### src/hw/rtl/dpr_pkg.sv
// shared types and constants of the digital pad responder
package dpr_pkg;

  // input channel item
  typedef struct packed {
    logic [2:0]  op;
    logic [7:0]  host_byte;
    logic        next_pressed;
    logic [3:0]  table_index;
    logic [15:0] entry_buttons;
    logic [7:0]  entry_hold;
  } in_item_t;

  // result channel item
  typedef struct packed {
    logic        ack_pulse;
    logic [7:0]  reply_byte;
    logic        drive_reply;
    logic [15:0] buttons_now;
  } out_item_t;

  // configuration register contents
  typedef struct packed {
    logic [3:0] seq_count;
    logic [7:0] lockout_polls;
  } dpr_cfg_t;

  // pipeline movement from the handshake logic to the core
  typedef struct packed {
    logic fire;     // input item taken this cycle
    logic advance;  // stage one item moves to the output register
  } dpr_flow_t;

  // item operation codes
  localparam logic [2:0] OP_SEL_FALL   = 3'd0;
  localparam logic [2:0] OP_BYTE_DONE  = 3'd1;
  localparam logic [2:0] OP_SEL_RISE   = 3'd2;
  localparam logic [2:0] OP_WR_STEP    = 3'd3;
  localparam logic [2:0] OP_WR_SEQ     = 3'd4;

  // byte position codes: replies sent so far
  localparam logic [2:0] POS_CMD       = 3'd0;
  localparam logic [2:0] POS_SENT_ID   = 3'd1;
  localparam logic [2:0] POS_SENT_MARK = 3'd2;
  localparam logic [2:0] POS_SENT_LO   = 3'd3;
  localparam logic [2:0] POS_SENT_HI   = 3'd4;
  localparam logic [2:0] POS_IDLE      = 3'd7;

  // bus bytes
  localparam logic [7:0]  CMD_POLL     = 8'h01;
  localparam logic [7:0]  REPLY_ID     = 8'h41;
  localparam logic [7:0]  REPLY_MARK   = 8'h5A;
  localparam logic [7:0]  REPLY_NONE   = 8'hFF;
  localparam logic [15:0] BUTTONS_IDLE = 16'hFFFF;

  // step entry layout: buttons over hold
  localparam int ENTRY_W = 24;

  // configuration port
  localparam int CFG_IDX_W = 2;
  localparam int CFG_DATA_W = 8;
  localparam logic [CFG_IDX_W-1:0] REG_SEQ_COUNT = 2'd0;
  localparam logic [CFG_IDX_W-1:0] REG_LOCKOUT   = 2'd1;
  localparam logic [3:0] SEQ_COUNT_RST = 4'd4;
  localparam logic [7:0] LOCKOUT_RST   = 8'd10;

endpackage

### src/hw/rtl/dpr_ram.sv
// generic single write, single read ram with registered write-first read
module dpr_ram #(
  parameter int WIDTH = 8,
  parameter int DEPTH = 16
) (
  input  logic                                   clk,
  input  logic                                   we,
  input  logic [(DEPTH > 1 ? $clog2(DEPTH) : 1)-1:0] waddr,
  input  logic [WIDTH-1:0]                       wdata,
  input  logic                                   re,
  input  logic [(DEPTH > 1 ? $clog2(DEPTH) : 1)-1:0] raddr,
  output logic [WIDTH-1:0]                       rdata
);

  logic [WIDTH-1:0] mem [DEPTH];
  logic [WIDTH-1:0] rdata_r;

  // write port
  always_ff @(posedge clk) begin
    if (we) begin
      mem[waddr] <= wdata;
    end
  end

  // read port, a same-cycle write is passed through
  always_ff @(posedge clk) begin
    if (re) begin
      if (we && (waddr == raddr)) begin
        rdata_r <= wdata;
      end else begin
        rdata_r <= mem[raddr];
      end
    end
  end

  assign rdata = rdata_r;

endmodule

### src/hw/rtl/dpr_core.sv
// exchange tracking, sequence selection and step player of the pad responder
module dpr_core #(
  parameter int STEP_DEPTH = 16,
  parameter int SEQ_DEPTH  = 8
) (
  input  logic                          clk,
  input  logic                          rst_n,
  input  dpr_pkg::dpr_flow_t            flow,
  input  dpr_pkg::in_item_t             in_data,
  input  dpr_pkg::dpr_cfg_t             cfg_cur,
  input  dpr_pkg::dpr_cfg_t             cfg_nxt,
  output logic                          seq_we,
  output logic [(SEQ_DEPTH > 1 ? $clog2(SEQ_DEPTH) : 1)-1:0] seq_waddr,
  output logic [$clog2(STEP_DEPTH)-1:0] seq_wdata,
  output logic [(SEQ_DEPTH > 1 ? $clog2(SEQ_DEPTH) : 1)-1:0] seq_raddr,
  input  logic [$clog2(STEP_DEPTH)-1:0] seq_rdata,
  output logic                          step_we,
  output logic [$clog2(STEP_DEPTH)-1:0] step_waddr,
  output logic [dpr_pkg::ENTRY_W-1:0]   step_wdata,
  output logic                          step_re,
  output logic [$clog2(STEP_DEPTH)-1:0] step_raddr,
  input  logic [dpr_pkg::ENTRY_W-1:0]   step_rdata,
  output dpr_pkg::out_item_t            out_data
);

  localparam int SW = $clog2(STEP_DEPTH);
  localparam int QW = (SEQ_DEPTH > 1) ? $clog2(SEQ_DEPTH) : 1;
  localparam int CW = $clog2(SEQ_DEPTH + 1);

  // step index wrap table for narrow values
  logic [SW-1:0] mod_tab [256];
  for (genvar g = 0; g < 256; g++) begin : g_mod
    assign mod_tab[g] = SW'(g % STEP_DEPTH);
  end

  // sequence count clamped to 1..SEQ_DEPTH
  function automatic logic [CW-1:0] eff_count(input logic [3:0] cfg);
    logic [CW-1:0] r;
    if (cfg == 4'd0) begin
      r = CW'(1);
    end else if (8'(cfg) > 8'(SEQ_DEPTH)) begin
      r = CW'(SEQ_DEPTH);
    end else begin
      r = CW'(cfg);
    end
    return r;
  endfunction

  // sequence number folded into the used range
  function automatic logic [QW-1:0] seq_index(input logic [QW-1:0] ns,
                                              input logic [CW-1:0] cnt);
    logic [QW-1:0] r;
    if (8'(ns) >= 8'(cnt)) begin
      r = '0;
    end else begin
      r = ns;
    end
    return r;
  endfunction

  // exchange and selection state
  logic [2:0]    pos_r, pos_nxt;
  logic          active_r, active_nxt;
  logic [QW-1:0] ns_r, ns_nxt;
  logic          was_down_r, was_down_nxt;
  logic [7:0]    lock_r, lock_nxt;
  // player state
  logic [SW-1:0] pp_r, pp_nxt;
  logic          playing_r, playing_nxt;
  logic [7:0]    hold_r, hold_nxt;
  logic [15:0]   button_r, button_nxt;
  // stage one payload
  logic          s1_ack_r, s1_ack_nxt;
  logic [7:0]    s1_reply_r, s1_reply_nxt;
  logic          s1_drive_r, s1_drive_nxt;
  logic          s1_load_r, s1_load_nxt;
  dpr_pkg::out_item_t out_r;

  // stage one work values
  logic          poll_end;
  logic [SW-1:0] pp_s1;
  logic          playing_s1;
  logic [7:0]    hold_dec;
  logic [QW-1:0] cur_idx;
  logic [7:0]    tidx_ext;

  assign cur_idx  = seq_index(ns_r, eff_count(cfg_cur.seq_count));
  assign tidx_ext = 8'(in_data.table_index);

  // exchange decoding and poll end selection
  always_comb begin
    pos_nxt      = pos_r;
    active_nxt   = active_r;
    ns_nxt       = ns_r;
    was_down_nxt = was_down_r;
    lock_nxt     = lock_r;
    s1_ack_nxt   = 1'b0;
    s1_reply_nxt = dpr_pkg::REPLY_NONE;
    poll_end     = 1'b0;
    pp_s1        = pp_r;
    playing_s1   = playing_r;
    if (flow.fire) begin
      unique case (in_data.op)
        dpr_pkg::OP_SEL_FALL: begin
          pos_nxt    = dpr_pkg::POS_CMD;
          active_nxt = 1'b0;
        end
        dpr_pkg::OP_BYTE_DONE: begin
          unique case (pos_r)
            dpr_pkg::POS_CMD: begin
              if (in_data.host_byte == dpr_pkg::CMD_POLL) begin
                active_nxt   = 1'b1;
                s1_ack_nxt   = 1'b1;
                s1_reply_nxt = dpr_pkg::REPLY_ID;
                pos_nxt      = dpr_pkg::POS_SENT_ID;
              end else begin
                active_nxt = 1'b0;
                pos_nxt    = dpr_pkg::POS_IDLE;
              end
            end
            dpr_pkg::POS_SENT_ID: begin
              s1_ack_nxt   = 1'b1;
              s1_reply_nxt = dpr_pkg::REPLY_MARK;
              pos_nxt      = dpr_pkg::POS_SENT_MARK;
            end
            dpr_pkg::POS_SENT_MARK: begin
              s1_ack_nxt   = 1'b1;
              s1_reply_nxt = button_r[7:0];
              pos_nxt      = dpr_pkg::POS_SENT_LO;
            end
            dpr_pkg::POS_SENT_LO: begin
              s1_ack_nxt   = 1'b1;
              s1_reply_nxt = button_r[15:8];
              pos_nxt      = dpr_pkg::POS_SENT_HI;
            end
            dpr_pkg::POS_SENT_HI: begin
              poll_end     = 1'b1;
              active_nxt   = 1'b0;
              pos_nxt      = dpr_pkg::POS_IDLE;
              was_down_nxt = in_data.next_pressed;
              if (!was_down_r) begin
                if ((lock_r == 8'd0) && in_data.next_pressed) begin
                  // rising press outside lockout starts the next sequence
                  pp_s1      = seq_rdata;
                  playing_s1 = 1'b1;
                  if (8'(cur_idx) + 8'd1 >= 8'(eff_count(cfg_cur.seq_count))) begin
                    ns_nxt = '0;
                  end else begin
                    ns_nxt = cur_idx + QW'(1);
                  end
                  lock_nxt = cfg_cur.lockout_polls;
                end else if (lock_r != 8'd0) begin
                  lock_nxt = lock_r - 8'd1;
                end
              end else if (in_data.next_pressed) begin
                lock_nxt = cfg_cur.lockout_polls;
              end
            end
            default: begin
            end
          endcase
        end
        dpr_pkg::OP_SEL_RISE: begin
          active_nxt = 1'b0;
          pos_nxt    = dpr_pkg::POS_IDLE;
        end
        default: begin
        end
      endcase
    end
  end

  // hold countdown and step fetch decision
  assign hold_dec     = (hold_r != 8'd0) ? hold_r - 8'd1 : 8'd0;
  assign s1_load_nxt  = poll_end && (hold_dec == 8'd0) && playing_s1;
  assign s1_drive_nxt = active_nxt;

  // player registers: a fetched step lands when its poll end item moves to the output register
  always_comb begin
    pp_nxt      = pp_r;
    playing_nxt = playing_r;
    hold_nxt    = hold_r;
    button_nxt  = button_r;
    if (flow.advance && s1_load_r) begin
      button_nxt = step_rdata[23:8];
      hold_nxt   = step_rdata[7:0];
      pp_nxt     = (pp_r == SW'(STEP_DEPTH - 1)) ? '0 : pp_r + SW'(1);
      if (step_rdata[7:0] == 8'd0) begin
        playing_nxt = 1'b0;
      end
    end else if (poll_end) begin
      pp_nxt      = pp_s1;
      playing_nxt = playing_s1;
      hold_nxt    = hold_dec;
    end
  end

  // table writes and reads
  assign step_we    = flow.fire && (in_data.op == dpr_pkg::OP_WR_STEP);
  assign step_waddr = mod_tab[tidx_ext];
  assign step_wdata = {in_data.entry_buttons, in_data.entry_hold};
  assign step_re    = s1_load_nxt;
  assign step_raddr = pp_s1;
  assign seq_we     = flow.fire && (in_data.op == dpr_pkg::OP_WR_SEQ)
                      && (tidx_ext < 8'(SEQ_DEPTH));
  assign seq_waddr  = tidx_ext[QW-1:0];
  assign seq_wdata  = mod_tab[in_data.entry_hold];
  assign seq_raddr  = seq_index(ns_nxt, eff_count(cfg_nxt.seq_count));

  // control state
  always_ff @(posedge clk) begin
    if (!rst_n) begin
      pos_r      <= dpr_pkg::POS_CMD;
      active_r   <= 1'b0;
      ns_r       <= '0;
      was_down_r <= 1'b0;
      lock_r     <= 8'd0;
      pp_r       <= '0;
      playing_r  <= 1'b0;
      hold_r     <= 8'd0;
      button_r   <= dpr_pkg::BUTTONS_IDLE;
    end else begin
      pos_r      <= pos_nxt;
      active_r   <= active_nxt;
      ns_r       <= ns_nxt;
      was_down_r <= was_down_nxt;
      lock_r     <= lock_nxt;
      pp_r       <= pp_nxt;
      playing_r  <= playing_nxt;
      hold_r     <= hold_nxt;
      button_r   <= button_nxt;
    end
  end

  // stage one payload
  always_ff @(posedge clk) begin
    if (flow.fire) begin
      s1_ack_r   <= s1_ack_nxt;
      s1_reply_r <= s1_reply_nxt;
      s1_drive_r <= s1_drive_nxt;
      s1_load_r  <= s1_load_nxt;
    end
  end

  // output register
  always_ff @(posedge clk) begin
    if (flow.advance) begin
      out_r.ack_pulse   <= s1_ack_r;
      out_r.reply_byte  <= s1_reply_r;
      out_r.drive_reply <= s1_drive_r;
      out_r.buttons_now <= s1_load_r ? step_rdata[23:8] : button_r;
    end
  end

  assign out_data = out_r;

endmodule

### src/hw/rtl/digital_pad_responder_with_macro_player.sv
// top level of the digital pad responder with stored button sequence player
//
//   channel | direction | handshake             | payload
//   in_     | input     | in_valid / in_stall   | in_data  (dpr_pkg::in_item_t)
//   out_    | output    | out_valid / out_stall | out_data (dpr_pkg::out_item_t)
//   cfg_    | input     | cfg_we                | cfg_index, cfg_data
//
// one item per cycle while in_stall is low; a taken item passes the decode stage,
// then the output register, where its result becomes valid (the output register
// also takes the registered step table read)
// synchronous active-low reset clears control state; tables are not cleared
// in_stall rises only while both the decode stage and output register are full
// and out_stall holds the output
module digital_pad_responder_with_macro_player #(
  parameter int STEP_DEPTH = 16,
  parameter int SEQ_DEPTH  = 8
) (
  input  logic                              clk,
  input  logic                              rst_n,
  input  logic                              in_valid,
  output logic                              in_stall,
  input  dpr_pkg::in_item_t                 in_data,
  output logic                              out_valid,
  input  logic                              out_stall,
  output dpr_pkg::out_item_t                out_data,
  input  logic                              cfg_we,
  input  logic [dpr_pkg::CFG_IDX_W-1:0]     cfg_index,
  input  logic [dpr_pkg::CFG_DATA_W-1:0]    cfg_data
);

  localparam int SW = $clog2(STEP_DEPTH);
  localparam int QW = (SEQ_DEPTH > 1) ? $clog2(SEQ_DEPTH) : 1;

  dpr_pkg::dpr_cfg_t  cfg_r, cfg_nxt;
  dpr_pkg::dpr_flow_t flow;
  logic s1_valid_r, s1_valid_nxt;
  logic out_valid_r, out_valid_nxt;
  logic move;

  logic                        seq_we;
  logic [QW-1:0]               seq_waddr, seq_raddr;
  logic [SW-1:0]               seq_wdata, seq_rdata;
  logic                        step_we, step_re;
  logic [SW-1:0]               step_waddr, step_raddr;
  logic [dpr_pkg::ENTRY_W-1:0] step_wdata, step_rdata;

  // configuration writes
  always_comb begin
    cfg_nxt = cfg_r;
    if (cfg_we) begin
      unique case (cfg_index)
        dpr_pkg::REG_SEQ_COUNT: cfg_nxt.seq_count     = cfg_data[3:0];
        dpr_pkg::REG_LOCKOUT:   cfg_nxt.lockout_polls = cfg_data[7:0];
        default: begin
        end
      endcase
    end
  end

  // two-stage handshake
  assign move         = !out_valid_r || !out_stall;
  assign in_stall     = s1_valid_r && !move;
  assign flow.fire    = in_valid && !in_stall;
  assign flow.advance = s1_valid_r && move;
  assign s1_valid_nxt = flow.fire || (s1_valid_r && !move);
  assign out_valid_nxt = move ? s1_valid_r : out_valid_r;

  always_ff @(posedge clk) begin
    if (!rst_n) begin
      cfg_r.seq_count     <= dpr_pkg::SEQ_COUNT_RST;
      cfg_r.lockout_polls <= dpr_pkg::LOCKOUT_RST;
      s1_valid_r          <= 1'b0;
      out_valid_r         <= 1'b0;
    end else begin
      cfg_r       <= cfg_nxt;
      s1_valid_r  <= s1_valid_nxt;
      out_valid_r <= out_valid_nxt;
    end
  end

  assign out_valid = out_valid_r;

  // sequence start table
  dpr_ram #(
    .WIDTH (SW),
    .DEPTH (SEQ_DEPTH)
  ) u_seq_ram (
    .clk   (clk),
    .we    (seq_we),
    .waddr (seq_waddr),
    .wdata (seq_wdata),
    .re    (1'b1),
    .raddr (seq_raddr),
    .rdata (seq_rdata)
  );

  // step table
  dpr_ram #(
    .WIDTH (dpr_pkg::ENTRY_W),
    .DEPTH (STEP_DEPTH)
  ) u_step_ram (
    .clk   (clk),
    .we    (step_we),
    .waddr (step_waddr),
    .wdata (step_wdata),
    .re    (step_re),
    .raddr (step_raddr),
    .rdata (step_rdata)
  );

  // exchange and player logic
  dpr_core #(
    .STEP_DEPTH (STEP_DEPTH),
    .SEQ_DEPTH  (SEQ_DEPTH)
  ) u_core (
    .clk        (clk),
    .rst_n      (rst_n),
    .flow       (flow),
    .in_data    (in_data),
    .cfg_cur    (cfg_r),
    .cfg_nxt    (cfg_nxt),
    .seq_we     (seq_we),
    .seq_waddr  (seq_waddr),
    .seq_wdata  (seq_wdata),
    .seq_raddr  (seq_raddr),
    .seq_rdata  (seq_rdata),
    .step_we    (step_we),
    .step_waddr (step_waddr),
    .step_wdata (step_wdata),
    .step_re    (step_re),
    .step_raddr (step_raddr),
    .step_rdata (step_rdata),
    .out_data   (out_data)
  );

endmodule

### config.mk
export PLATFORM = sky130hd
export DESIGN_NAME = digital_pad_responder_with_macro_player
export DESIGN_NICKNAME = d
export VERILOG_FILES = /design/src/hw/rtl/dpr_pkg.sv /design/src/hw/rtl/dpr_ram.sv /design/src/hw/rtl/dpr_core.sv /design/src/hw/rtl/digital_pad_responder_with_macro_player.sv
export SDC_FILE = /design/constraint.sdc
export NUM_CORES = 1
export LEC_CHECK = 0
export BUFFER_PORTS_ARGS = -buffer_cell sky130_fd_sc_hd__buf_2
export CAP_MARGIN = 40
export CORE_ASPECT_RATIO = 1.1
export CORE_MARGIN = 4
export CORE_UTILIZATION = 24
export DETAILED_ROUTE_END_ITERATION = 8
export GPL_TIMING_DRIVEN = 0
export MAX_ROUTING_LAYER = met4
export PLACE_DENSITY = 0.47
export SLEW_MARGIN = 20
export SYNTH_ARGS = -nofsm -noshare
export SYNTH_HDL_FRONTEND = slang
export SYNTH_SLANG_ARGS = --single-unit
### constraint.sdc
create_clock -name clk -period 12.86 [get_ports clk]
set_input_delay 0.643 -clock clk [delete_from_list [all_inputs] [get_ports clk]]
set_output_delay 0.643 -clock clk [all_outputs]
set_load 0.05 [all_outputs]
# Word level (Yosys, flattened, before mapping)
# Memories as Yosys holds them, arrays and structs flattened. A register that Yosys moved wholly into a read port is not among the register bits.
# Cells that the tools add are included.
[totals]
output_inout_bits = 28
romBits = 2048
memories = 4
word_cells = 155
regBits = 96
input_bits = 55
latch_bits = 0
ram_bits = 416
[classes]
n_div = 0
magnitude_cmp = 8
addsub = 5
n_reduce_logical = 36
bitwise = 2
eq_ne = 14
multipliers = 0
mux = 65
shifts = 0
[memory_table]
columns = ["memory", "words", "word_bits", "rd", "rd_clocked_by_memory_dff", "wr", "line_no", "source"]
rows = [
  ["(no name shown)", 256, 4, 1, 0, 0, "dpr_core.sv:207", "assign seq_wdata = mod_tab[in_data.entry_hold];"],
  ["(no name shown)", 256, 4, 1, 0, 0, "dpr_core.sv:200", "assign step_waddr = mod_tab[tidx_ext];"],
  ["u_step_ram.mem", 16, 24, 1, 1, 1, "dpr_ram.sv:15", "logic [WIDTH-1:0] mem [DEPTH];"],
  ["u_seq_ram.mem", 8, 4, 1, 1, 1, "dpr_ram.sv:15", ""],
]
[op_table]
columns = ["cell", "count"]
rows = [
  ["$mux 4", 22],
  ["$mux 8", 9],
  ["$pmux 8 s4", 1],
  ["$mux 3", 9],
  ["$logic_not 8->1", 3],
  ["$ge 9x9->1 const B", 2],
  ["$mux 1", 17],
  ["$mux 16", 1],
  ["$reduce_bool 8->1", 2],
  ["$sub 8x1->8 const B", 2],
  ["$pmux 3 s5", 1],
  ["$eq 3x2->1 const B", 4],
  ["$mux 12", 1],
  ["$logic_and 1x1->1", 10],
  ["$not 4->9", 1],
  ["$not 8->9", 1],
  ["$pmux 3 s3", 1],
  ["$eq 8x1->1 const B", 1],
  ["$ge 3x4->1", 2],
  ["$ge 8x4->1", 1],
  ["$gt 4x4->1 const B", 2],
  ["$logic_not 4->1", 2],
  ["$eq 3x1->1 const B", 2],
  ["$eq 3x3->1 const B", 2],
  ["20 further kinds", 31],
]

# Longest topological paths before layout
# Gate-level depths: netlist of run 1.
[depth]
word_depth = 17
ltp_mapped = 21
ltp_nobuf = 21

# Cells and area by module
# From an unflattened synthesis of run 1, not the netlist that was laid out.
[hier_totals]
cells_unflattened = 1294
hier_area_um2 = 22527.9
[modules_own_cells]
columns = ["mod", "seq_area_each_um2", "cells_each", "area_per_inst_um2", "n_inst"]
rows = [
  ["dpr_ram (u_step_ram)", 12251.8, 664, 15771.4, 1],
  ["dpr_core", 2011.9, 485, 4561.9, 1],
  ["dpr_ram (u_seq_ram)", 1081.0, 71, 1487.7, 1],
  ["digital_pad_responder_with_macro_player", 280.3, 74, 706.9, 1],
]

# Worst setup path before layout of run 1
# OpenSTA, ideal clock, no wires.
[synth_path]
path_kind = "input-to-reg"
start = "in in_data[38] (netlist name)"
end = "reg u_core.s1_load_r (data pin)"
path_slack_ps = 8362
t_arrival_ps = 3834
setup_ps = 664
cell_stages = 4
path_buffers = 1
cell_sequence = "nor3b_1 nand4_1 clkbuf_1 nor4_1"
[synth_between]
elab_chain_len = 5
elab_cells_between_ends = 7
cone_classes = "eq/ne (1); mux (4); reduce/logical (2)"
[synth_lines]
columns = ["item", "line_no", "source"]
rows = [
  ["from (decl)", "digital_pad_responder_with_macro_player.sv:22", "input dpr_pkg::in_item_t in_data,"],
  ["$eq 3x1->1 (*)", "dpr_core.sv:103", "unique case (in_data.op)"],
  ["$mux 1", "dpr_core.sv:103", ""],
  ["$mux 1", "dpr_core.sv:102", "if (flow.fire) begin"],
  ["$logic_and 1x1->1", "dpr_core.sv:175", "assign s1_load_nxt = poll_end && (hold_dec == 8'd0) && playing_s1;"],
  ["$logic_and 1x1->1 (*)", "dpr_core.sv:175", ""],
  ["net step_re", "digital_pad_responder_with_macro_player.sv:43", "logic step_we, step_re;"],
  ["to (signal assigned)", "dpr_core.sv:241", "s1_load_r <= s1_load_nxt;"],
  ["to (decl)", "dpr_core.sv:76", "logic s1_load_r, s1_load_nxt;"],
]
# The timed path passes the listed nets; every way through them passes the cells marked *.
# A chain may end at the register's enable or synchronous reset.

# Worst setup path after layout of run 1
[layout_path]
start = "reg u_core.lock_r[0]"
end = "reg u_step_ram.rdata_r[14], in the netlist u_step_ram.rdata[14] (read register of u_step_ram.mem) (data pin)"
[layout_between]
elab_chain_len = 8
elab_cells_between_ends = 13
cone_classes = "mux (10); reduce/logical (3)"
[layout_lines]
columns = ["item", "line_no", "source"]
rows = [
  ["from (decl)", "dpr_core.sv:66", "logic [7:0] lock_r, lock_nxt;"],
  ["from (signal assigned)", "dpr_core.sv:227", "lock_r <= lock_nxt;"],
  ["$logic_not 8->1 (*)", "dpr_core.sv:142", "if ((lock_r == 8'd0) && in_data.next_pressed) begin"],
  ["$logic_and 1x1->1 (*)", "dpr_core.sv:142", ""],
  ["$mux 1", "dpr_core.sv:142", ""],
  ["$mux 1", "dpr_core.sv:141", "if (!was_down_r) begin"],
  ["$mux 1", "dpr_core.sv:109", "unique case (pos_r)"],
  ["$mux 1", "dpr_core.sv:103", ""],
  ["$mux 1", "dpr_core.sv:102", ""],
  ["$logic_and 1x1->1", "dpr_core.sv:175", ""],
  ["to (decl)", "dpr_ram.sv:16", "logic [WIDTH-1:0] rdata_r;"],
]
# Every way passes the cells marked *; elsewhere a longest branch is shown, timed or not.

==> metrics.md, run 1 <==
| Metric | Value |
|---|---|
| Residual DRC | `0` |
| Overflow after GRT | `0` |
| CP startpoint | `u_core.lock_r[0]$_SDFFE_PN0P_` |
| Slew headroom | `0.409` |
| Post-Synth Adder-Cell Area | `0.00829` |
| Worst slew pin tran | `0.886 ns` |
| DRT iter0 DRCs | `1,008` |
| Critical path arrival | `about 4.8 ns` |
| R2r setup slk | `~8.5 ns` |
| Post-synth top area cell | `edfxtp_1` |
| Cells after Synth | `roughly 1,500` |
| Critical Path RT | `about 13 ns` |
| WL final | `about 63,000 microns` |
| Worst r2r path cells | `11` |
| Routed vias | `roughly 13,000` |
| Post-Syn Area | `around 21,000 sq um` |
| Max clock buf depth | `3` |
| Slowest-stage cell, CP | `clkbuf_1` |
| Seq/Total Area, Yosys | `0.736` |
| Row Count | `between 100 and 150` |
| Height of the die | `between 300 and 400 microns` |
| Top FF cell, synth | `edfxtp_1` |
| DPL Wire Length | `between 40,000 and 50,000 microns` |
| Final setup vio count | `0` |
| Die area | `about 93,000 sq um` |
| TritonCTS Buffers | `57` |
| Post-synth top area share | `0.678` |
| CTS clk-pin slew, worst paths | `around 0.060 ns` |
| CP endpoint kind | `register` |
| Met3 Use GR | `0.0254` |
| Initial Util | `0.243` |
| First-pass DRT Iterations | `5` |
| Syn avg cell area | `14.5 sq um` |
| Post-Synth XOR/XNOR Area | `0.00124` |
| Max frequency | `about 230 MHz` |
| Synth Net Count | `1,523` |
| Cell Chain, Critical Path | `inv_1 > ha_1 > nor3b_2 > nand4b_1 > o21ai_1 > and2_1 > clkbuf_1 > clkbuf_1 > nand2_1 > a31oi_1 > or3_1` |
| Clock root buffer | `clkbuf_16` |
| Min-Delay Path Depth | `2` |
| RePlAce Congestion | `between 0.8 and 0.9` |
| TritonCTS clock tree | `built` |
| IO Pins | `83` |
| Initial antenna violation count | `7` |
| Met2 Usage GRT | `0.224` |
| Maxcap violations | `0` |
| Post_cts resized | `0` |
| Most numerous cell in the Yosys netlist | `edfxtp_1` |
| Worst Hold Path EP | `s1_valid_r$_SDFF_PN0_` |
| WS Path Type | `register to register` |
| Hold_sp | `in_valid` |
| Cts hold-fix bufs | `0` |
| Pin count of the biggest net entering global routing | `28` |
| Post-Synth Simple-Gate Area | `0.0928` |
| Average routed wire per standard cell | `22.3 microns` |
| Routed Antenna Nets | `0` |
| Status | `completed` |
| Core Region | `just under 90,000 sq um` |
| Routing usage on met1 | `0.171` |
| Fin. max-slew vios | `0` |
| Top Usage Layer GRT | `met2` |
| Crit path max fanout | `10` |
| RSZ-0062 raised after global routing | `false` |
| Setup TNS | `0 ns` |
| Final Skew | `between 0.02 and 0.03 ns` |
| Final Cycle Share | `0.339` |
| Fin nets | `~1,700` |
| Global-route wire length before repair | `roughly 92,000 microns` |
| Syn. warnings | `0` |
| Mux cell area share after synthesis | `0.0286` |
| Vias in the first global route | `13,300` |
| Clk_lat worst skew | `0.62 ns` |
| Drt via density | `~4.7` |
| Share of cells above drive strength 1 | `0.155` |
| Most frequent CP cell | `clkbuf_1` |
| Design Power | `~3900 uW` |
| Fraction of the mapped netlist area in compound gates | `0.111` |
| CP Launch Type | `register` |
| GRT Total Usage | `0.136` |
| Yosys cell types | `a little under 60` |
| Die width | `291 microns` |
| Flops & latches, synth | `between 500 and 600` |
| Top post-synthesis cells by count | `edfxtp_1, nand2_1, o221ai_1` |
| Maximum vdd drop | `~99 uV` |
| Number of H-tree levels | `2` |
| Setup Buffers After CTS | `0` |
| Number of synthesized flops with an enable pin | `477` |
| Power Dens Cells | `150 nW/um^2` |
| Slowest stage delay, CP | `between 0.6 and 0.7 ns` |
| RR Endpoint | `u_step_ram.rdata[14]$_DFFE_PP_` |
| FFs w/ async S/R, synth | `0` |
| Final hold violations | `0` |
| Port Buffers | `between 80 and 90` |
| P&R area growth vs syn | `21.3%` |
| Largest family of logic cells by synthesized area | `compound AO/OA/AOI/OAI gates` |
| Hold Path Class | `input port to register` |
| Synth area leaders | `edfxtp_1, dfxtp_1, o221ai_1` |
| CTS Sinks | `approximately 540` |
| Worst reg2reg startpoint | `u_core.lock_r[0]$_SDFFE_PN0P_` |
| Leakage power | `between 0.008 and 0.009 uW` |
| Crit path time final | `around 4.4 ns` |
-- worst max-delay path, delay by kind of cell (launching register included) --
kind | cells | cell delay, ns
compound gates | 2 | 0.77
fa+ha+maj | 1 | 0.19
buf+inv | 3 | 1.37
flops | 1 | 0.34
simple gates | 5 | 1.48
-- sequential cells by signal, indices dropped and copies added, names as in the netlist, 3 cells and up, named ones only --
signal,count
cfg_r,12
u_core.button_r,16
u_core.hold_r,8
u_core.lock_r,8
u_core.ns_r,3
u_core.out_data,26
u_core.pos_r,3
u_core.pp_r,4
u_core.s1_reply_r,8
u_seq_ram.mem,32
u_step_ram.mem,384
u_step_ram.rdata,24
-- metrics by stage --
step                instances  hold slack [ns]  instance area, sq um  setup slack, ns   util
finish                   2823            0.282                 25600             8.50  0.295
global route             2822            0.270                 25600             8.12  0.295
CTS                      2819            0.244                 25600             8.53  0.295
detailed placement       2713            0.405                 23600             8.33  0.272
global placement         2685            0.402                 23000             6.37  0.265
floorplan                1454            0.400                 21100             8.36      -
-- per-layer routing --
metal | share of wire | vias to the layer above
met5 | 0 | -
met4 | 0.027 | 0
met3 | 0.063 | 105
met2 | 0.48 | 413
met1 | 0.43 | 6644
li1 | - | 6104
-- worst max-delay path by stage --
stage / end
2_1_floorplan: u_core.s1_load_r$_DFFE_PP_
3_3_place_gp: u_core.s1_load_r$_DFFE_PP_
3_5_place_dp: u_step_ram.rdata[2]$_DFFE_PP_
4_1_cts: u_step_ram.rdata[2]$_DFFE_PP_
5_1_grt: u_step_ram.rdata[19]$_DFFE_PP_
6_report: u_step_ram.rdata[14]$_DFFE_PP_
-- final cells by class --
type | instances | area, sq um
inverters | 19 | 71.3
fillers | 8729 | 61200
plain buffers | 92 | 389
diodes | 4 | 10.0
well taps | 1150 | 1440
repair buffers | 109 | 908
clock buffers | 70 | 1570
clock inverters | 36 | 450
multi-input cells | 804 | 5240
flip-flops and latches | 539 | 15600
-- cells by family (layout without fill, tap and decap cells) --
group	Yosys count	after routing
DFF	539	539
and+or+nand+nor	417	417
AOI/OAI and AO/OA	322	322
buffers and inverters	111	326
muxes	48	48
adders and majority gates	14	14
xor gates and xnor gates	3	3
other	0	4
-- cell usage in the layout (no fill, tap or decap), types with 10 or more instances in the layout --
cell type | synthesis | final
clkinv_1 | 1 | 14
inv_1 | 18 | 18
ha_1 | 14 | 14
mux2i_1 | 21 | 21
clkbuf_1 | 79 | 85
and3_1 | 53 | 53
a21oi_1 | 25 | 25
nand2_1 | 163 | 163
edfxtp_1 | 477 | 477
nor2_4 | 0 | 16
nand3_1 | 26 | 26
clkbuf_16 | 0 | 59
a211oi_1 | 60 | 60
or3_1 | 26 | 26
a31oi_1 | 53 | 52
buf_16 | 0 | 10
nor2_1 | 92 | 76
bufinv_16 | 0 | 11
o221ai_1 | 95 | 95
nor3_1 | 12 | 12
o21ai_0 | 22 | 22
buf_6 | 5 | 11
buf_2 | 5 | 91
mux2_2 | 19 | 19
o22ai_1 | 29 | 29
dfxtp_1 | 62 | 62
-- report_power, final --
| part | switching, uW | internal (uW) | leakage [uW] |
|---|---|---|---|
| combinational | 127 | 46.6 | 0.00261 |
| sequential | 6.82 | 1920 | 0.00477 |
| clock | 681 | 1080 | 0.000982 |
| total | 815 | 3040 | 0.00835 |
(Power assumes the default switching activity.)
==> run 2: changes to the inputs <==
==> constraint.sdc (replaced) <==
create_clock -name clk -period 4.24 [get_ports clk]
set_input_delay 0.212 -clock clk [delete_from_list [all_inputs] [get_ports clk]]
set_output_delay 0.212 -clock clk [all_outputs]
set_load 0.05 [all_outputs]
==> metrics.md, run 2 (same netlist as run 1, synthesis figures left out) <==
| Metric | Value |
|---|---|
| Number of H-tree levels | `2 (unchanged)` |
| DP Worst Slack | `-0.0343 ns (was 8.33 ns)` |
| Largest register by flop count | `u_step_ram.mem (unchanged)` |
| RePlAce Congestion | `0.808 (was 0.800)` |
| Crit path max fanout | `10 (unchanged)` |
| Fin nets | `1,722 (was 1,691)` |
| Drt via density | `4.73 (was 4.70)` |
| Setup Buffers After CTS | `0 (unchanged)` |
| Average routed wire per standard cell | `22.2 microns (was 22.3 microns)` |
| Port Buffers | `81 (unchanged)` |
| Area occupied by multi-input gates | `5280 sq um (was 5240 sq um)` |
| Overflow after GRT | `0 (unchanged)` |
| Routed Antenna Nets | `0 (unchanged)` |
| Core Region | `86,800 sq um (unchanged)` |
| DRT iter0 DRCs | `1,025 (was 1,008)` |
| Critical Path RT | `4.57 ns (was 13.27 ns)` |
| Initial Util | `0.243 (unchanged)` |
| Pin count of the biggest net entering global routing | `28 (unchanged)` |
| Final Cycle Share | `0.962 (was 0.339)` |
| Critical path arrival | `4.41 ns (was 4.77 ns)` |
| TritonCTS clock tree | `built (unchanged)` |
| RSZ-0062 raised after global routing | `false (unchanged)` |
| WS Path Type | `register to register (unchanged)` |
| IO Pins | `83 (unchanged)` |
| Worst slew pin tran | `0.881 ns (was 0.886 ns)` |
| DPL Wire Length | `43,900 microns (was 43,800 microns)` |
| Final WS setup | `0.161 ns (was 8.50 ns)` |
| CTS Sinks | `539 (unchanged)` |
| Initial antenna violation count | `5 (was 7)` |
| Register Area | `15,600 sq um (unchanged)` |
| CTS clk-pin slew, worst paths | `0.06 ns (about the same)` |
| Leakage power | `0.00837 uW (was 0.00835 uW)` |
| Commonest non-fill, non-tap cell in the layout | `edfxtp_1 (unchanged)` |
| Height of the die | `319 microns (unchanged)` |
| Max clock buf depth | `3 (unchanged)` |
| Largest register FFs | `384 (unchanged)` |
| TritonCTS Buffers | `55 (was 57)` |
| Final Skew | `0.0325 ns (was 0.0271 ns)` |
| Clk_lat worst skew | `0.62 ns (about the same)` |
| Maximum vdd drop | `306 uV (was 99.5 uV)` |
| First-pass DRT Iterations | `5 (unchanged)` |
| Slew headroom | `0.413 (was 0.409)` |
| Hold Path Class | `input port to register (unchanged)` |
| Number of fill cells in the layout | `8,706 (was 8,729)` |
| CP Launch Type | `register (unchanged)` |
| WL final | `63,300 microns (was 62,800 microns)` |
| Residual DRC | `0 (unchanged)` |
| Most frequent cells in the layout | `edfxtp_1, nand2_1, o221ai_1 (unchanged)` |
| Row Count | `113 (unchanged)` |
| Clock root buffer | `clkbuf_16 (unchanged)` |
| Fin. max-slew vios | `0 (unchanged)` |
| P&R area growth vs syn | `21.8% (was 21.3%)` |
| Global-route wire length before repair | `92,700 microns (was 91,900 microns)` |
| Max frequency | `245 MHz (was 229 MHz)` |
| Die area | `92,900 sq um (unchanged)` |
| Status | `completed (unchanged)` |
| Die width | `291 microns (unchanged)` |
| Final Util | `0.297 (was 0.295)` |
| Crit path time final | `4.08 ns (was 4.36 ns)` |
| Final hold violations | `0 (unchanged)` |
| Final setup vio count | `0 (unchanged)` |
| Routed vias | `13,500 (was 13,300)` |
| Vias in the first global route | `13,700 (was 13,300)` |
| GRT Total Usage | `0.137 (was 0.136)` |
| CP endpoint kind | `register (unchanged)` |
| Hold_sp | `in_data[6] (was in_valid)` |
| Power Dens Cells | `428 nW/um^2 (was 150 nW/um^2)` |
| Maxcap violations | `0 (unchanged)` |
| Share of cells above drive strength 1 | `0.151 (was 0.155)` |
==> run 2: cell types whose count changed in the layout (fill, tap and decap cells not counted), moves of 2 or more <==
cell / before / now
buf_4: 0 / 2
bufinv_16: 11 / 2
dlygate4sd3_1: 0 / 33
buf_16: 10 / 12
clkbuf_2: 0 / 3
buf_6: 11 / 14
clkbuf_1: 85 / 87
clkbuf_16: 59 / 56
buf_2: 91 / 87
buf_12: 6 / 4
==> run 2: worst paths after layout <==
kind | cells past startpoint | slack (ns) | end
max | 10 | 0.16 | u_step_ram.rdata[21]$_DFFE_PP_
min | 1 | 0.04 | u_step_ram.mem[15][6]$_DFFE_PP_
max reg2reg | 10 | 0.16 | u_step_ram.rdata[21]$_DFFE_PP_
min reg2reg | 0 | 0.42 | u_core.out_data[17]$_DFFE_PP_
==> run 2: critical path, cell delays in order, from the launching register on <==
cell and delay, ns:
dfxtp_1 0.31, clkbuf_1 0.41, mux4_2 0.40, mux2i_1 0.31
nand3_1 0.36, clkbuf_1 0.40, clkbuf_1 0.42, and3_1 0.31
a211oi_1 0.29, o22ai_1 0.16, or3_1 0.45
==> run 2: timing repair <==
action	CTS	global route
pin swaps	0	1
endpoints found under the hold margin	241	0
setup endpoints to repair	7	19
resized for setup	1	14
hold buffers	33	0
==> run 2: cell type report <==
cell class / count / share of cell area
antenna: 3 / 0.000292
buffer: 91 / 0.0151
clock buffer: 72 / 0.0583
clock inverter: 29 / 0.00802
inverter: 19 / 0.00277
multi-input combinational: 804 / 0.205
sequential: 539 / 0.605
tap: 1150 / 0.0559
timing repair buffer: 143 / 0.0498
==> run 2: per-stage QoR <==
stage / instance area [sq um] / hold slack [ns] / setup TNS [ns] / cells / total power [uW]
6_report: 25700 / 0.0397 / 0 / 2850 / 11000
5_1_grt: 25700 / 0.0144 / 0 / 2850 / 11400
4_1_cts: 25700 / 0.00697 / 0 / 2847 / 11100
3_5_place_dp: 23700 / 0.405 / -0.0488 / 2714 / 6480
3_3_place_gp: 23000 / 0.402 / -6.07 / 2685 / 6460
2_1_floorplan: 21100 / 0.311 / 0 / 1454 / 6210
==> run 2: metal layers <==
| layer | share of wire | vias to the layer above | track usage |
|---|---|---|---|
| met1 | 0.43 | 6794 | 0.173 |
| met3 | 0.070 | 77 | 0.0295 |
| met2 | 0.48 | 454 | 0.227 |
| li1 | - | 6164 | - |
| met5 | 0 | - | - |
| met4 | 0.018 | 0 | 0.0323 |
==> run 2: report_power, final <==
group / internal, uW / leakage (uW) / total (uW) / switching, uW
Combinational: 163 / 0.00278 / 557 / 395
Clock: 2610 / 0.000830 / 4630 / 2020
Sequential: 5820 / 0.00477 / 5840 / 20.3
==> run 3: changes to the inputs <==
--- a/config.mk
+++ b/config.mk
@@ -10,6 +10,7 @@
 export CORE_ASPECT_RATIO = 1.1
 export CORE_MARGIN = 4
 export CORE_UTILIZATION = 24
+export CTS_BUF_LIST = sky130_fd_sc_hd__clkbuf_16
 export DETAILED_ROUTE_END_ITERATION = 8
 export GPL_TIMING_DRIVEN = 0
 export MAX_ROUTING_LAYER = met4
==> metrics.md, run 3 (same netlist as run 1, synthesis figures left out) <==
| Metric | Value |
|---|---|
| TritonCTS Buffers | `55 (unchanged)` |
| Average routed wire per standard cell | `22.2 microns (about the same)` |
| CP Launch Type | `register (unchanged)` |
| Largest register FFs | `384 (unchanged)` |
| Die width | `291 microns (unchanged)` |
| CTS Sinks | `539 (unchanged)` |
| Fin nets | `1,722 (unchanged)` |
| Critical Path RT | `4.56 ns (was 4.57 ns)` |
| First-pass DRT Iterations | `5 (unchanged)` |
| DRT iter0 DRCs | `1,061 (was 1,025)` |
| Slew headroom | `0.415 (was 0.413)` |
| Non-filler cells, final | `2,851 (was 2,850)` |
| Commonest non-fill, non-tap cell in the layout | `edfxtp_1 (unchanged)` |
| Final hold violations | `0 (unchanged)` |
| WL final | `63,300 microns (about the same)` |
| Crit path time final | `4.08 ns (about the same)` |
| IO Pins | `83 (unchanged)` |
| Final Skew | `0.0271 ns (was 0.0325 ns)` |
| Routed vias | `13,500 (about the same)` |
| Setup TNS | `0 ns (unchanged)` |
| P&R area growth vs syn | `21.6% (was 21.8%)` |
| DPL Wire Length | `43,900 microns (unchanged)` |
| Status | `completed (unchanged)` |
| Routed Antenna Nets | `0 (unchanged)` |
| Residual DRC | `0 (unchanged)` |
| Row Count | `113 (unchanged)` |
| RSZ-0062 raised after global routing | `false (unchanged)` |
| Drt via density | `4.73 (about the same)` |
| Critical path arrival | `4.40 ns (was 4.41 ns)` |
| Design Power | `10,900 uW (was 11,000 uW)` |
| TritonCTS clock tree | `built (unchanged)` |
| Global-route wire length before repair | `92,700 microns (about the same)` |
| Overflow after GRT | `0 (unchanged)` |
| Worst slew pin tran | `0.877 ns (was 0.881 ns)` |
| Clk_lat worst skew | `0.61 ns (was 0.62 ns)` |
| Fin. max-slew vios | `0 (unchanged)` |
| Number of H-tree levels | `2 (unchanged)` |
| Share of cells above drive strength 1 | `0.148 (was 0.151)` |
| Dpl cells | `2,714 (unchanged)` |
| Leakage power | `0.00839 uW (was 0.00837 uW)` |
| Maximum vdd drop | `299 uV (was 306 uV)` |
| Maxcap violations | `0 (unchanged)` |
| WS Path Type | `register to register (unchanged)` |
| DP Worst Slack | `-0.0343 ns (unchanged)` |
| Final WS setup | `0.156 ns (was 0.161 ns)` |
| Vias in the first global route | `13,600 (was 13,700)` |
| Fin Hold WS | `0.0380 ns (was 0.0397 ns)` |
| Crit path max fanout | `10 (unchanged)` |
| Power Dens Cells | `425 nW/um^2 (was 428 nW/um^2)` |
| Max frequency | `245 MHz (about the same)` |
| Most frequent cells in the layout | `edfxtp_1, nand2_1, o221ai_1 (unchanged)` |
| Largest register by flop count | `u_step_ram.mem (unchanged)` |
| Max clock buf depth | `3 (unchanged)` |
| Port Buffers | `81 (unchanged)` |
| Height of the die | `319 microns (unchanged)` |
| Pin count of the biggest net entering global routing | `28 (unchanged)` |
| Final setup vio count | `0 (unchanged)` |
| Hold Path Class | `input port to register (unchanged)` |
| GRT Total Usage | `0.137 (about the same)` |
| CTS clk-pin slew, worst paths | `0.06 ns (about the same)` |
| CP endpoint kind | `register (unchanged)` |
| Clock root buffer | `clkbuf_16 (unchanged)` |
| RePlAce Congestion | `0.808 (unchanged)` |
| Number of fill cells in the layout | `8,711 (was 8,706)` |
| Initial antenna violation count | `5 (unchanged)` |
| Core Region | `86,800 sq um (unchanged)` |
| Final Cycle Share | `0.963 (was 0.962)` |
| Die area | `92,900 sq um (unchanged)` |
| Initial Util | `0.243 (unchanged)` |
[run 3: cell count changes in the layout (fill, tap and decap cells not counted), sizes merged]
cell and delta:
clkbuf -16, clkinv +4, diode +1, inv +12
[run 3: through the flow]
stage / instance area [sq um] / utilization
after floorplan: 21100 / -
after global placement: 23000 / 0.265
after detailed placement: 23700 / 0.273
after CTS: 25700 / 0.296
after global routing: 25700 / 0.296
final: 25700 / 0.296
[run 3: critical path: stages (launching register included)]
cell and delay (ns):
dfxtp_1 0.31, clkbuf_1 0.41, mux4_2 0.40, mux2i_1 0.31
nand3_1 0.34, clkbuf_1 0.38, clkbuf_1 0.41, and3_1 0.31
a211oi_1 0.30, o22ai_1 0.16, or3_1 0.46
[run 3: area by class of cell]
cell class                 count  area, sq um  share of cell area
buffer                        91          388              0.0151
timing repair buffer         143         1280              0.0499
antenna                        4         10.0            0.000389
clock buffer                  56         1400              0.0545
tap                         1150         1440              0.0560
inverter                      19         71.3             0.00277
multi-input combinational    804         5280               0.206
clock inverter                45          267              0.0104
sequential                   539        15600               0.605
[run 3: path summary, 6_finish.rpt]
kind | depth (start not counted) | slack, ns | endpoint | startpoint
setup / recovery | 10 | 0.16 | u_step_ram.rdata[21]$_DFFE_PP_ | register
hold / removal | 1 | 0.04 | u_step_ram.mem[15][15]$_DFFE_PP_ | in_data[15]
setup reg to reg | 10 | 0.16 | u_step_ram.rdata[21]$_DFFE_PP_ | register
hold reg to reg | 0 | 0.42 | u_core.out_data[17]$_DFFE_PP_ | u_core.s1_reply_r[0]$_SDFFCE_PP1P_
[run 3: what timing repair did]
action                                  in CTS  in global routing
resized for setup                            1                 12
endpoints found under the setup margin       7                 19
hold buffers                                33                  0
buffers inserted                             0                  0
hold endpoints to repair                   241                  0
pin swaps                                    0                  1
[run 3: power breakdown]
part / leakage [uW] / total (uW) / internal, uW / switching, uW
Combinational: 0.00277 / 558 / 163 / 395
Clock: 0.000857 / 4530 / 2500 / 2020
Sequential: 0.00477 / 5840 / 5820 / 20.2
Total: 0.00839 / 10900 / 8480 / 2440
[run 3: metal layers]
layer	GRT usage	part of all wire	up-vias
met5	-	0	-
met1	0.174	0.43	6767
met3	0.0279	0.071	76
met4	0.0324	0.017	0
li1	-	-	6166
met2	0.226	0.48	481
